**src/cbuf_pkg.sv**
```systemverilog
// cbuf_pkg: shared constants, codes and types of the chunk buffer
// no dependencies; imported by every module of the block except cbuf_ram
`default_nettype none

package cbuf_pkg;

  // default geometry
  localparam int SLOTS_DEF = 16;
  localparam int PEERS_DEF = 8;

  // fixed field widths
  localparam int ID_W   = 31;
  localparam int TS_W   = 64;
  localparam int PEER_W = 3;
  localparam int CFG_W  = 5;
  // wide enough for any slot count or capacity up to 256
  localparam int CAP_W  = 9;
  // wide enough for a pending-ack count up to 64 peers
  localparam int CNT_W  = 7;

  // stream payload widths
  localparam int IN_DATA_W  = 104;
  localparam int OUT_DATA_W = 16;

  // item kinds
  localparam logic [1:0] K_ADD    = 2'd0;
  localparam logic [1:0] K_EXPECT = 2'd1;
  localparam logic [1:0] K_ACK    = 2'd2;
  localparam logic [1:0] K_CLEAR  = 2'd3;

  // result status codes
  localparam logic [1:0] STS_OK      = 2'd0;
  localparam logic [1:0] STS_DUP     = 2'd1;
  localparam logic [1:0] STS_OLD     = 2'd2;
  localparam logic [1:0] STS_NOMATCH = 2'd3;

  // answer of the shared compare unit for one table entry
  typedef struct packed {
    logic             ident_eq;
    logic             better;
    logic [CNT_W-1:0] pop;
  } scan_res_t;

endpackage

`default_nettype wire

```
**src/cbuf_ram.sv**
```systemverilog
// cbuf_ram: generic simple dual-port ram, one write and one registered read
// no dependencies
`default_nettype none

module cbuf_ram #(
  parameter int WIDTH = 8,
  parameter int DEPTH = 16
) (
  input  wire logic                     clk,
  input  wire logic                     we,
  input  wire logic [$clog2(DEPTH)-1:0] waddr,
  input  wire logic [WIDTH-1:0]         wdata,
  input  wire logic [$clog2(DEPTH)-1:0] raddr,
  output logic      [WIDTH-1:0]         rdata
);

  logic [WIDTH-1:0] mem [DEPTH];

  always_ff @(posedge clk) begin
    if (we) begin
      mem[waddr] <= wdata;
    end
    rdata <= mem[raddr];
  end

endmodule

`default_nettype wire

```
**src/cbuf_scan_unit.sv**
```systemverilog
// cbuf_scan_unit: shared compare unit applied to one table entry per cycle
// depends on cbuf_pkg
`default_nettype none

module cbuf_scan_unit #(
  parameter int PEERS = cbuf_pkg::PEERS_DEF
) (
  input  wire logic                      entry_valid,
  input  wire logic [cbuf_pkg::ID_W-1:0] entry_ident,
  input  wire logic [PEERS-1:0]          entry_wait,
  input  wire logic [cbuf_pkg::ID_W-1:0] key_ident,
  input  wire logic                      best_found,
  input  wire logic [cbuf_pkg::CNT_W-1:0] best_n,
  input  wire logic [cbuf_pkg::ID_W-1:0] best_ident,
  output cbuf_pkg::scan_res_t            res
);

  import cbuf_pkg::*;

  logic [CNT_W-1:0] pop;

  always_comb begin
    pop = '0;
    for (int i = 0; i < PEERS; i++) begin
      pop = pop + CNT_W'(entry_wait[i]);
    end
  end

  // victim order: most pending acks, ties to the smallest id
  always_comb begin
    res.pop      = pop;
    res.ident_eq = (entry_ident == key_ident);
    res.better   = entry_valid &&
                   (!best_found || (pop > best_n) ||
                    ((pop == best_n) && (entry_ident < best_ident)));
  end

endmodule

`default_nettype wire

```
**src/chunk_buffer_with_ack_eviction.sv**
```systemverilog
// chunk_buffer_with_ack_eviction: top level, sequencer over the chunk table
// depends on cbuf_pkg, cbuf_ram, cbuf_scan_unit
`default_nettype none

// channel  dir  handshake         payload
// s_       in   tvalid/tready     tuser kind, tdata id/time/is_data/peer
// m_       out  tvalid/tready     tdata status/slot/evicted/cleared/stored_after
// cfg_     in   cfg_we            cfg_wdata slots_in_use
//
// add, expect and ack items run a scan: one table entry is read per cycle from
// the entry ram and passed through the shared compare unit, then a decide state
// and an output state follow; a clear item goes from accept straight to the
// output state
// reset is synchronous; it empties the table and leaves the ram contents as is
// the input side is ready only while the sequencer is idle; a result waiting on
// a stalled output does not block the next accept, only the next result

module chunk_buffer_with_ack_eviction #(
  parameter int SLOTS = cbuf_pkg::SLOTS_DEF,
  parameter int PEERS = cbuf_pkg::PEERS_DEF
) (
  input  wire logic                           clk,
  input  wire logic                           rst,
  // slave side
  input  wire logic                           s_tvalid,
  output logic                                s_tready,
  // tdata fields from bit 0: ident[31], chunk_time[64], is_data[1], peer[3], zero fill
  input  wire logic [cbuf_pkg::IN_DATA_W-1:0] s_tdata,
  // tuser fields from bit 0: kind[2]
  input  wire logic [1:0]                     s_tuser,
  // master side
  output logic                                m_tvalid,
  input  wire logic                           m_tready,
  // tdata fields from bit 0: status[2], slot[4], evicted[1], cleared[1],
  // stored_after[5], zero fill
  output logic [cbuf_pkg::OUT_DATA_W-1:0]     m_tdata,
  // configuration
  input  wire logic                           cfg_we,
  input  wire logic [cbuf_pkg::CFG_W-1:0]     cfg_wdata
);

  import cbuf_pkg::*;

  localparam int IW = $clog2(SLOTS);
  localparam int CW = $clog2(SLOTS + 1);
  // ram word: ident, stamp, data type, pending-ack bitmap
  localparam int EW = ID_W + TS_W + 1 + PEERS;

  // sequencer states
  localparam logic [1:0] S_IDLE   = 2'd0;
  localparam logic [1:0] S_SCAN   = 2'd1;
  localparam logic [1:0] S_DECIDE = 2'd2;
  localparam logic [1:0] S_DONE   = 2'd3;

  logic [1:0] state;

  // latched item
  logic [1:0]        kind_r;
  logic [ID_W-1:0]   id_r;
  logic [TS_W-1:0]   ts_r;
  logic              data_r;
  logic [PEER_W-1:0] peer_r;

  // config register and derived capacity
  logic [CFG_W-1:0] slots_in_use;
  logic [CAP_W-1:0] cap_lim;
  logic [CAP_W-1:0] cap;

  // table control state
  logic [SLOTS-1:0] valid;
  logic [CW-1:0]    count;
  logic [CAP_W-1:0] count_x;

  // scan pointer and read pipeline
  logic          issuing;
  logic [IW-1:0] idx;
  logic          pipe_v;
  logic [IW-1:0] pidx;
  logic [CAP_W-1:0] pidx_x;

  // scan results
  logic             dup;
  logic             hit;
  logic             free_found;
  logic [IW-1:0]    free_slot;
  logic             best_found;
  logic [IW-1:0]    best_idx;
  logic [CNT_W-1:0] best_n;
  logic [ID_W-1:0]  best_ident;
  logic [TS_W-1:0]  best_stamp;

  // result fields held for the output stage
  logic [1:0]    res_status;
  logic [IW-1:0] res_slot;
  logic          res_evicted;
  logic          res_cleared;

  // entry ram port signals
  logic            ram_we;
  logic [IW-1:0]   ram_waddr;
  logic [EW-1:0]   ram_wdata;
  logic [EW-1:0]   ram_rdata;
  logic [ID_W-1:0] rd_ident;
  logic [TS_W-1:0] rd_stamp;
  logic            rd_data;
  logic [PEERS-1:0] rd_wait;
  logic [PEERS-1:0] peer_mask;
  logic             peer_ok;
  logic             match;

  scan_res_t su;

  // decide-stage outcome
  logic          d_place;
  logic          d_wipe;
  logic          d_evict;
  logic [IW-1:0] d_slot;
  logic [1:0]    d_status;

  logic [CAP_W-1:0] slot_x;
  logic [CAP_W-1:0] stored_x;

  // nothing is taken while reset is held
  assign s_tready = (state == S_IDLE) && !rst;

  // capacity: slots_in_use capped at SLOTS, zero counts as one
  always_comb begin
    cap_lim = (CAP_W'(slots_in_use) > CAP_W'(SLOTS)) ? CAP_W'(SLOTS) : CAP_W'(slots_in_use);
    cap     = (cap_lim == '0) ? CAP_W'(1) : cap_lim;
  end

  assign count_x = CAP_W'(count);
  assign pidx_x  = CAP_W'(pidx);

  // ram word decode
  assign rd_ident = ram_rdata[ID_W-1:0];
  assign rd_stamp = ram_rdata[ID_W +: TS_W];
  assign rd_data  = ram_rdata[ID_W+TS_W];
  assign rd_wait  = ram_rdata[ID_W+TS_W+1 +: PEERS];

  // a peer index beyond the bitmap never matches
  assign peer_ok   = (7'(peer_r) < 7'(PEERS));
  assign peer_mask = PEERS'(1) << peer_r;

  cbuf_ram #(
    .WIDTH (EW),
    .DEPTH (SLOTS)
  ) u_ram (
    .clk   (clk),
    .we    (ram_we),
    .waddr (ram_waddr),
    .wdata (ram_wdata),
    .raddr (idx),
    .rdata (ram_rdata)
  );

  cbuf_scan_unit #(
    .PEERS (PEERS)
  ) u_scan (
    .entry_valid (valid[pidx]),
    .entry_ident (rd_ident),
    .entry_wait  (rd_wait),
    .key_ident   (id_r),
    .best_found  (best_found),
    .best_n      (best_n),
    .best_ident  (best_ident),
    .res         (su)
  );

  // expect or ack hits a stored data chunk with the same id
  assign match = pipe_v && (state == S_SCAN) && (kind_r inside {K_EXPECT, K_ACK}) &&
                 valid[pidx] && rd_data && su.ident_eq && peer_ok;

  // add decision from the finished scan
  always_comb begin
    d_place  = 1'b0;
    d_wipe   = 1'b0;
    d_evict  = 1'b0;
    d_slot   = '0;
    d_status = STS_OK;
    if (dup) begin
      d_status = STS_DUP;
    end else if (count_x < cap) begin
      if (free_found) begin
        d_place = 1'b1;
        d_slot  = free_slot;
      end else begin
        d_status = STS_OLD;
      end
    end else if (!best_found) begin
      d_wipe  = 1'b1;
      d_place = 1'b1;
    end else if (best_ident < id_r) begin
      // victim is replaced in place
      d_place = 1'b1;
      d_evict = 1'b1;
      d_slot  = best_idx;
    end else if (best_stamp < ts_r) begin
      // whole table goes, new chunk lands in slot 0
      d_wipe  = 1'b1;
      d_place = 1'b1;
    end else begin
      d_status = STS_OLD;
    end
  end

  // ram write: pending-ack write-back for expect and ack during the scan, placement in the decide cycle
  always_comb begin
    ram_we    = 1'b0;
    ram_waddr = pidx;
    ram_wdata = {(kind_r == K_EXPECT) ? (rd_wait | peer_mask) : (rd_wait & ~peer_mask),
                 rd_data, rd_stamp, rd_ident};
    if (match) begin
      ram_we = 1'b1;
    end else if ((state == S_DECIDE) && (kind_r == K_ADD) && d_place) begin
      ram_we    = 1'b1;
      ram_waddr = d_slot;
      ram_wdata = {PEERS'(0), data_r, ts_r, id_r};
    end
  end

  assign slot_x   = CAP_W'(res_slot);
  assign stored_x = CAP_W'(count);

  always_ff @(posedge clk) begin
    if (rst) begin
      state        <= S_IDLE;
      valid        <= '0;
      count        <= '0;
      slots_in_use <= CFG_W'(16);
      m_tvalid     <= 1'b0;
      issuing      <= 1'b0;
      pipe_v       <= 1'b0;
    end else begin
      if (cfg_we) begin
        slots_in_use <= cfg_wdata;
      end
      // a taken result leaves the output register unless a new one is loaded
      if (m_tready && (state != S_DONE)) begin
        m_tvalid <= 1'b0;
      end

      case (state)
        S_IDLE: begin
          if (s_tvalid) begin
            kind_r      <= s_tuser;
            id_r        <= s_tdata[ID_W-1:0];
            ts_r        <= s_tdata[ID_W +: TS_W];
            data_r      <= s_tdata[ID_W+TS_W];
            peer_r      <= s_tdata[ID_W+TS_W+1 +: PEER_W];
            res_status  <= STS_OK;
            res_slot    <= '0;
            res_evicted <= 1'b0;
            res_cleared <= (s_tuser == K_CLEAR);
            dup         <= 1'b0;
            hit         <= 1'b0;
            free_found  <= 1'b0;
            best_found  <= 1'b0;
            idx         <= '0;
            if (s_tuser == K_CLEAR) begin
              valid <= '0;
              count <= '0;
              state <= S_DONE;
            end else begin
              issuing <= 1'b1;
              state   <= S_SCAN;
            end
          end
        end

        S_SCAN: begin
          // issue side: one ram read per cycle
          pipe_v <= issuing;
          pidx   <= idx;
          if (issuing) begin
            if (idx == IW'(SLOTS - 1)) begin
              issuing <= 1'b0;
            end else begin
              idx <= idx + IW'(1);
            end
          end
          // compare side: entry read in the previous cycle
          if (pipe_v) begin
            if (kind_r == K_ADD) begin
              if (valid[pidx] && su.ident_eq) begin
                dup <= 1'b1;
              end
              if (!valid[pidx] && !free_found && (pidx_x < cap)) begin
                free_found <= 1'b1;
                free_slot  <= pidx;
              end
              if (su.better) begin
                best_found <= 1'b1;
                best_idx   <= pidx;
                best_n     <= su.pop;
                best_ident <= rd_ident;
                best_stamp <= rd_stamp;
              end
            end
            if (match) begin
              hit <= 1'b1;
            end
            // issuing is already low here, so the pipe empties by itself
            if (pidx == IW'(SLOTS - 1)) begin
              state <= S_DECIDE;
            end
          end
        end

        S_DECIDE: begin
          if (kind_r == K_ADD) begin
            res_status  <= d_status;
            res_slot    <= d_slot;
            res_evicted <= d_evict;
            res_cleared <= d_wipe;
            if (d_wipe) begin
              valid <= SLOTS'(1);
              count <= CW'(1);
            end else if (d_place) begin
              valid[d_slot] <= 1'b1;
              if (!d_evict) begin
                count <= count + CW'(1);
              end
            end
          end else begin
            res_status <= hit ? STS_OK : STS_NOMATCH;
          end
          state <= S_DONE;
        end

        S_DONE: begin
          // output register free or emptied this cycle
          if (!m_tvalid || m_tready) begin
            m_tvalid <= 1'b1;
            m_tdata  <= {3'b000, stored_x[4:0], res_cleared, res_evicted,
                         slot_x[3:0], res_status};
            state    <= S_IDLE;
          end
        end

        default: begin
          state <= S_IDLE;
        end
      endcase
    end
  end

endmodule

`default_nettype wire

```
**config.mk**
```make
export PLATFORM = sky130hd
export DESIGN_NAME = chunk_buffer_with_ack_eviction
export DESIGN_NICKNAME = d
export VERILOG_FILES = /design/src/cbuf_pkg.sv /design/src/cbuf_ram.sv /design/src/cbuf_scan_unit.sv /design/src/chunk_buffer_with_ack_eviction.sv
export SDC_FILE = /design/constraint.sdc
export NUM_CORES = 2
export LEC_CHECK = 0
export ABC_AREA = 1
export BUFFER_PORTS_ARGS = -buffer_cell sky130_fd_sc_hd__buf_2
export CAP_MARGIN = 20
export CORE_MARGIN = 5
export CORE_UTILIZATION = 40
export CTS_BUF_LIST = sky130_fd_sc_hd__clkbuf_8
export DETAILED_ROUTE_END_ITERATION = 8
export GPL_ROUTABILITY_DRIVEN = 0
export PLACE_DENSITY = 0.65
export RECOVER_POWER = 25
export SETUP_SLACK_MARGIN = 0.2
export SLEW_MARGIN = 15
export SYNTH_ARGS = -nofsm -noshare
export SYNTH_HDL_FRONTEND = slang
export SYNTH_HIERARCHICAL = 1
export SYNTH_SLANG_ARGS = --single-unit
```
**constraint.sdc**
```tcl
create_clock -name clk -period 8.74 [get_ports clk]
set_clock_uncertainty 0.15 [all_clocks]
set_input_delay 1.311 -clock clk [delete_from_list [all_inputs] [get_ports clk]]
set_output_delay 1.311 -clock clk [all_outputs]
set_load 0.1 [all_outputs]
```
==> impl_metrics.tcl <==
set metrics [dict create \
    grt_overflow 0 \
    finalNetCount 8840 \
    fin_setup_tns_ns 0 \
    synth_edf_count 1908 \
    crit_buf_inv 3 \
    wirelength_um 215100 \
    drv_slew 472 \
    dp_slack_ns 3.027 \
    critical_path_class "reg2reg" \
    ctsLongestPathBuffers 4 \
    finalPower_mw 28.01 \
    portBuffers 125 \
    cts_sinks 2043 \
    hold_buffers 0 \
    yosys_most_used_dff "edfxtp_1" \
    post_cts_buffers 0 \
    fp-row-count 172 \
    final_layout_size_suffix_gt1_frac 0.07087 \
    cp_max_fo 93 \
    crit_path_max_incr_delay_ns 2.91 \
    min_path_type "reg2reg" \
    cp-start-kind "flop" \
    max-slew-margin-rel -1.872 \
    worstSetupEndpointType "flop" \
    n_fill_cell 19950 \
    run_status "finished, violations left" \
    yosys.area.top_type "edfxtp_1" \
    htree_levels 5 \
    drt_iter0_markers 5504 \
    setup_viol 0 \
    hold_viol_final 0 \
    cp_cell_sequence "clkbuf_1 > inv_8 > clkbuf_1 > nand3_1 > nand3_1 > nand2_1" \
    peakVddDrop_v 0.0003783 \
    layout_common_cells "2499 x nand2_1, 1908 x edfxtp_1, 1625 x inv_1, 1300 x nand3_1, 387 x clkbuf_8" \
    critPathTopFamily "buffers and inverters" \
    rsz0062_at_grt "false" \
    synthTopCellsByArea "edfxtp_1 65%, nand2_1 11%, nand3_1 7.4%" \
    seq_area_frac_synth 0.6820 \
    required_ns 9.49 \
    powerDensity_nw_per_um2 286.2 \
    synth_cell_types 47 \
    arrival_ns 7.62 \
    cts_tree "done" \
    synthXorXnorAreaFrac 0.003286 \
    max_freq_mhz 145.6 \
    wl_per_cell_um 18.35 \
    cts_root_buf "clkbuf_8" \
    cts_resized 0 \
    yosys_register_bits 2043 \
    via_count 58170 \
    drtPass1Iterations 5 \
    hpwl_um 104700 \
    synthArstFlopShare 0 \
    synth_fa_ha_area_frac 0.02168 \
    clkLatencyLatePin_ns 1.04 \
    p_leak_nw 41.79 \
    grt_pass1_vias 56320 \
    start_util 0.4011 \
    syn-cell-area_um2 87970 \
    grt_pass1_wl_um 326500 \
    synth_simple_gate_area_share 0.1894 \
    area_delta_synth_final_pct 11.26 \
    synth_top_family_by_area "simple AND/OR/NAND/NOR gates" \
    synth_top_area_share 0.6513 \
    slowest_stage "clkbuf_1" \
    post-route-period-util 0.7858 \
    setup_ws_ns 1.872 \
    netlist_instances 8328 \
    numCtsBuffers 350 \
    finalCriticalPeriod_ns 6.868 \
    layout_commonest_cell "nand2_1" \
    ant_nets 0 \
    ys.warnings.count 6 \
    viasPerCell 4.961 \
    core_um2 219300 \
    holdWs_ns 0.2663 \
    clkTransAtPathRegs_ns 0.06 \
    grtUsageTotal 0.1824 \
    violations "max-capacitance violations, max-slew violations" \
    die_h_um 479.0 \
    grt_max_degree 212 \
    worst_slew_pin_slew_ns 4.307 \
    synth-compound-area-share 0.01540 \
    antenna_found_initial 13 \
    fp.dieW_um 479.0 \
    syn_avg_cell_area_um2 10.56 \
    remaining_drc_errors 0 \
    num_io_pins 134 \
    synth.area.mux_share 0 \
    drv_cap 9 \
    dieArea_um2 229400 \
]
-- synth_stat cells, drive strengths merged, types with 2 or more instances --
master	number
clkbuf	86
nand3b	3
o21a	4
xnor2	22
a21boi	2
nor3	10
clkinv	2
and2	2
xor2	11
edfxtp	1908
nor4	3
buf	294
o21ai	141
nand2	2501
dfxtp	135
a21oi	103
conb	2
fa	4
o2111ai	2
nand3	1300
inv	1492
nor2	126
a31oi	4
nand4	17
ha	146
-- layer usage --
| metal | part of all wire | vias up | global-route usage |
|---|---|---|---|
| met5 | 0.000098 | - | 0 |
| met4 | 0.027 | 4 | 0.06023 |
| met3 | 0.074 | 446 | 0.02789 |
| met2 | 0.47 | 2219 | 0.3020 |
| met1 | 0.43 | 27860 | 0.2473 |
| li1 | - | 27640 | - |
-- logic make-up (layout without fill, tap and decap cells) --
logic type | Yosys count | after routing
other cells | 2 | 12
flops | 2043 | 2043
fa+ha+maj | 150 | 150
buf+inv | 1874 | 2389
xor+xnor | 33 | 33
compound gates | 261 | 261
simple gates | 3965 | 3965
-- area by class of cell --
class | count | area, um^2 | share of cell area
multi-input combinational | 4415 | 20350 | 0.2079
inverter | 1494 | 5635 | 0.05758
sequential | 2043 | 60000 | 0.6130
clock buffer | 387 | 5326 | 0.05442
timing repair buffer | 270 | 1823 | 0.01863
antenna | 6 | 15.01 | 0.0001534
clock inverter | 238 | 1131 | 0.01156
tap | 2871 | 3592 | 0.03670
-- worst paths after layout --
check,slack [ns],endpoint,start,depth (start not counted)
max,1.87,u_ram/rdata[78],idx[2],6
min,0.27,m_tdata[6],res_evicted,0
max reg2reg,1.87,u_ram/rdata[78],idx[2],6
min reg2reg,0.27,m_tdata[6],res_evicted,0
-- power by group --
part	leakage [nW]	internal (mW)	switching [mW]	total, mW
combinational	19.6	1.98	5.25	7.23
clock	3.83	4.23	3.73	7.96
sequential	18.4	12.5	0.337	12.8
total	41.8	18.7	9.32	28.0
-- metrics by stage --
| stage | area, um^2 | cells | util |
|---|---|---|---|
| 6_report | 97870 | 11720 | 0.4463 |
| 5_1_grt | 97870 | 11720 | 0.4463 |
| 4_1_cts | 98070 | 11710 | 0.4472 |
| 3_5_place_dp | 91610 | 11090 | 0.4177 |
| 3_3_place_gp | 91590 | 11080 | 0.4176 |
| 2_1_floorplan | 87980 | 8332 | - |
-- state kept, by name, summed over array words and instances (netlist names), 5 cells and up --
signal / count
u_ram/rdata: 104
id_r: 31
u_ram/mem: 1664
best_n: 7
slots_in_use: 5
ts_r: 64
m_tdata: 13
count: 5
best_stamp: 64
best_ident: 31
valid: 16
Note: power is estimated with default switching activity, not from simulation.
